### config.mk
export PLATFORM = sky130hd
export DESIGN_NAME = sps_mul
export DESIGN_NICKNAME = d
export VERILOG_FILES = /design/src/design/sps_pkg.sv /design/src/design/sps_mul.sv
export SDC_FILE = /design/constraint.sdc
export NUM_CORES = 2
export LEC_CHECK = 0
export ABC_AREA = 1
export ABC_CLOCK_PERIOD_IN_PS = 13800
export BUFFER_PORTS_ARGS = -buffer_cell sky130_fd_sc_hd__buf_4
export CORE_ASPECT_RATIO = 1.25
export CORE_MARGIN = 4
export CORE_UTILIZATION = 70
export CTS_BUF_LIST = sky130_fd_sc_hd__clkbuf_8
export CTS_CLUSTER_DIAMETER = 30
export DETAILED_ROUTE_END_ITERATION = 16
export GPL_ROUTABILITY_DRIVEN = 1
export GPL_TIMING_DRIVEN = 1
export HOLD_SLACK_MARGIN = 0.12
export PLACE_DENSITY = 0.95
export SKIP_CTS_REPAIR_TIMING = 1
export SKIP_LAST_GASP = 1
export SLEW_MARGIN = 20
export SYNTH_ARGS = -nofsm -noshare
export SYNTH_HDL_FRONTEND = slang
export SYNTH_SLANG_ARGS = --single-unit
### constraint.sdc
create_clock -name clk -period 13.8 [get_ports clk]
set_input_delay 1.38 -clock clk [delete_from_list [all_inputs] [get_ports clk]]
set_output_delay 1.38 -clock clk [all_outputs]
set_load 0.02 [all_outputs]
### src/design/sps_pkg.sv
`timescale 1ns / 1ps
package sps_pkg;

	typedef enum logic [1:0] {
		OP_WRITE = 2'd0,
		OP_SOLVE = 2'd1,
		OP_READ  = 2'd2,
		OP_NONE  = 2'd3
	} op_t;

	localparam logic [2:0] REG_ROWS      = 3'd0;
	localparam logic [2:0] REG_COLS      = 3'd1;
	localparam logic [2:0] REG_OMEGA     = 3'd2;
	localparam logic [2:0] REG_TOLERANCE = 3'd3;
	localparam logic [2:0] REG_MAX_SWEEP = 3'd4;

	localparam int MAX_STEPS = 64;  // largest grid step count; sets store size
	localparam int STEP_W = 7;   // grid step count register width
	localparam int R2_W   = 14;  // square of a step count
	localparam int D_W    = 17;  // 2(R^2+C^2)
	localparam int MA_W   = 34;  // shared multiplier operand widths
	localparam int MB_W   = 18;
	localparam int P_W    = MA_W + MB_W;
	localparam int S_W    = 52;  // weighted neighbor sum
	localparam int NUM_W  = 70;  // |S|*omega + D/2
	localparam int CFG_W  = 31;

	typedef struct packed {
		logic [1:0]   operation;
		logic [6:0]   row;
		logic [6:0]   col;
		logic signed [31:0] node_value_in;
		logic signed [31:0] source_in;
	} cmd_t;

	typedef struct packed {
		logic signed [31:0] node_value_out;
		logic [15:0]  sweeps_done;
		logic [30:0]  last_change;
		logic         converged;
	} res_t;

	typedef enum logic [4:0] {
		ST_IDLE, ST_WRITE, ST_READ, ST_READ_WAIT, ST_NOP,
		ST_SETUP, ST_DIAG,
		ST_RD0, ST_RD1, ST_RD2, ST_RD3, ST_RD4, ST_RD5,
		ST_M1, ST_M2, ST_M3, ST_M4, ST_M5, ST_M6,
		ST_DIV, ST_FIN, ST_SWEEP_END
	} state_t;

endpackage

### src/design/sps_mul.sv
`timescale 1ns / 1ps
module sps_mul
	import sps_pkg::*;
(
	input  logic                   clk,
	input  logic signed [MA_W-1:0] a,
	input  logic signed [MB_W-1:0] b,
	output logic signed [P_W-1:0]  p
);
	logic signed [P_W-1:0] p_q;

	always_ff @(posedge clk) begin
		p_q <= a * b;
	end

	assign p = p_q;
endmodule

# Word-level counts from Yosys, hierarchy flattened
# Cells that the tools add are included.
# word_totals
wordCells,2
ff_bits,52
out_inout_bits,52
# classes
multipliers,1
# op_table
op,count
$mul A34 B18 Y52,1

# Depth between registers and ports, before layout
# logic_depth
ltp_word,1
depth_mapped,29

# Worst setup path before layout
# Ideal clock, no wire load.
# synth_path
kind,input to register
start,in a[33]
end,reg p_q[47] (netlist: p[47])
path_buffers,2
setup_time_ps,114
slack_ps,7112
arrival_ps,6574
path_stages,22
t_required_ps,13686
path_cell_list,clkbuf_1 clkbuf_1 nand2_1 fa_1 inv_1 fa_1 inv_1 fa_1 fa_1 fa_1 fa_1 inv_1 ha_1 nand2_1 nor2_1 inv_1 nor2_1 nand2_1 nor2_1 nand2_1 nand4_1 nand2_1
# synth_between
elab_chain_len,1
# synth_lines
item,line_no,rtl
"start, declared",sps_mul.sv:6,"input logic signed [MA_W-1:0] a,"
$mul A34 B18 Y52,sps_mul.sv:13,p_q <= a * b;
"end signal, assigned",sps_mul.sv:13,
"end, declared",sps_mul.sv:10,logic signed [P_W-1:0] p_q;
# Every way passes these cells.

# Worst setup path after layout
# layout_path
start,in b[0]
end,reg p_q[49] (netlist: p[49])
# layout_between
elab_chain_len,1
# layout_lines
item,line_no,rtl
"start, declared",sps_mul.sv:7,"input logic signed [MB_W-1:0] b,"
$mul A34 B18 Y52,sps_mul.sv:13,
# Every way passes these cells.

==> results.json <==
{
  "status": "complete, no violations",
  "synth_commonest_cells": "1093 x inv_1, 984 x nand2_1, 585 x fa_1",
  "required_ns": 14.07,
  "setup-tns-final_ns": 0,
  "ys_ff_latch": 52,
  "register_area_um2": 1040,
  "rsz0062_at_grt": "false",
  "port-buffer-count": 104,
  "routed_wl_um": 66400,
  "hold_viol": 0,
  "grt_max_degree": 36,
  "synth_top_area_cell": "fa_1",
  "crit_slowest_cell": "fa_1",
  "ys_types": 28,
  "ys_warn_count": 0,
  "cts_buffer_depth": 2,
  "crit_start": "b[0]",
  "ys.flop_type": "dfxtp_1",
  "largest_reg_flops": 52,
  "syn_area_um2": 24200,
  "synth-xor-area-share_pct": 1.05,
  "grt_util_all_layers_pct": 37.0,
  "fin_util_pct": 74.2,
  "slew_headroom_pct": 61.4,
  "route.met2.wl_um": 33500,
  "ant_nets": 0,
  "vias_per_cell": 5.51,
  "period_minus_slack_ns": 6.88,
  "cts_made_buffers": 5,
  "synth_top_family_by_area": "adder cells",
  "drv_cap": 0,
  "antenna_found_initial": 0,
  "path_delay_family": "adder cells",
  "max_freq_ghz": 0.145,
  "clk_pin_slew_ns": 0.14,
  "areaGrowthSynthToFinish_pct": 3.90,
  "avgSynthCellArea_um2": 7.42,
  "hold_class": "in2reg",
  "coreArea_um2": 33900,
  "htree_levels": 2,
  "worstPathMaxFanout": 34,
  "syn-num-nets": 4025,
  "drive_above_1_share_pct": 5.10,
  "dr.pass1.iters": 6,
  "worst_pin_slew_ns": 0.579,
  "post-place-ws_ns": 6.66,
  "dr_wl_met3_um": 6060,
  "crit_chain": "buf_4, nand2_1, inv_1, fa_1, fa_1, ha_1, inv_1, fa_1, inv_1, fa_1, inv_1, fa_1, inv_1, ha_1, nand2_1, nor2_1, nand2_1, nor3_1, nand3_1, nand3_1, nand2_1, nand2_1",
  "synth_edf_count": 0,
  "synth_compound_area_share_pct": 1.05,
  "synthCells": 3262,
  "fillers": 2323,
  "synth_adder_area_share_pct": 54.8,
  "m1WireLength_um": 20300,
  "slowest_delay_ns": 0.79,
  "endpoint_kind": "register",
  "cts_root_buf": "clkbuf_8",
  "crit_path_start_kind": "input port",
  "ioPinCount": 105,
  "grt-ovfl-total": 0,
  "yosysMostFrequentCell": "inv_1",
  "fp.dieW_um": 174,
  "nNetsFinal": 3998,
  "synth-async-reset-ratio_pct": 0,
  "gp_congestion": 1.01,
  "ys_seq_area_share_pct": 4.30,
  "dr_total_vias": 20400,
  "fin_ws_ns": 6.92,
  "clock-sinks": 52,
  "die-area_um2": 37600,
  "grt_pass1_vias": 23200,
  "drc": 0,
  "critPathKind": "in2reg",
  "multi_input_area_um2": 18500,
  "hold_start": "a[0]",
  "drv_slew": 0,
  "row_count": 75,
  "dpl.hpwl_um": 54500,
  "ys_top_cells_by_area": "fa_1 48%, inv_1 17%, nand2_1 15%",
  "synth.area.mux_share_pct": 0,
  "die_h_um": 216,
  "setup_violations": 0,
  "dr.max_layer_used": "met4",
  "post-route-period-util_pct": 49.9,
  "critPathArrivalTime_ns": 7.16,
  "worst-path-buf-inv": 6,
  "first_iter_violations": 1611,
  "tritoncts": "yes",
  "synth-simple-area-share_pct": 19.5,
  "wire_per_inst_um": 18.0,
  "whs_ns": 1.40,
  "synth_top_area_share_pct": 48.4,
  "grt_first_pass_wirelength_um": 111000,
  "initial_core_util_pct": 71.5
}
[area by class of cell]
class                   count  share of cell area [%]
clock inverters             3                   0.109
repair buffers            105                    3.13
flip-flops and latches     52                    4.14
multi-input cells        1970                    73.6
diodes                      1                 0.00995
well taps                 462                    2.30
inverters                1101                    16.4
clock buffers               5                   0.274
[per-stage QoR]
step | std cells | instance area, µm²
floorplan | 3262 | 24200
global placement | 3690 | 25100
detailed placement | 3690 | 25100
CTS | 3698 | 25100
global route | 3698 | 25100
finish | 3699 | 25200
[layout by cell type, fill, tap and decap left out]
master and n:
inv_8 1, nor2_2 13, inv_1 1093, o21ai_0 4
buf_4 105, nor2_4 4, inv_2 7, clkbuf_8 5
a21oi_1 36, clkinvlp_4 1, o21bai_1 4, nor3_2 7
nand3b_1 3, dfxtp_1 52, nor2_1 81, clkinv_1 1
and2_1 1, nand2_1 984, clkinv_4 1, xor2_1 23
nand3_1 47, nand4_1 17, diode_2 1, a21oi_2 1
nand2_2 13, nand3_2 1, or2_2 6, xnor2_1 6
a21o_1 2, fa_1 585, ha_1 125, nor3_1 7
[worst paths after layout]
check | cells past startpoint | slack, ns | endpoint
max | 22 | 6.92 | p[49]$_DFF_P_
min | 3 | 1.40 | p[0]$_DFF_P_
[metal layers]
layer | vias up | track usage (%)
met5 | - | 0
met4 | 0 | 28.6
met3 | 545 | 6.56
met2 | 1356 | 64.6
met1 | 9671 | 39.5
li1 | 8791 | -
[kinds of logic (layout without fill, tap and decap cells)]
logic type               after synthesis  after routing
AND/OR/NAND/NOR                     1184           1184
other                                  0              1
AO/OA/AOI/OAI                         47             47
buffers and inverters               1240           1214
flip-flops                            52             52
adder cells (fa/ha/maj)              710            710
XOR/XNOR                              29             29
Power is not shown: default switching activity piles up to over one toggle a cycle in this logic, so the estimate is an artifact.
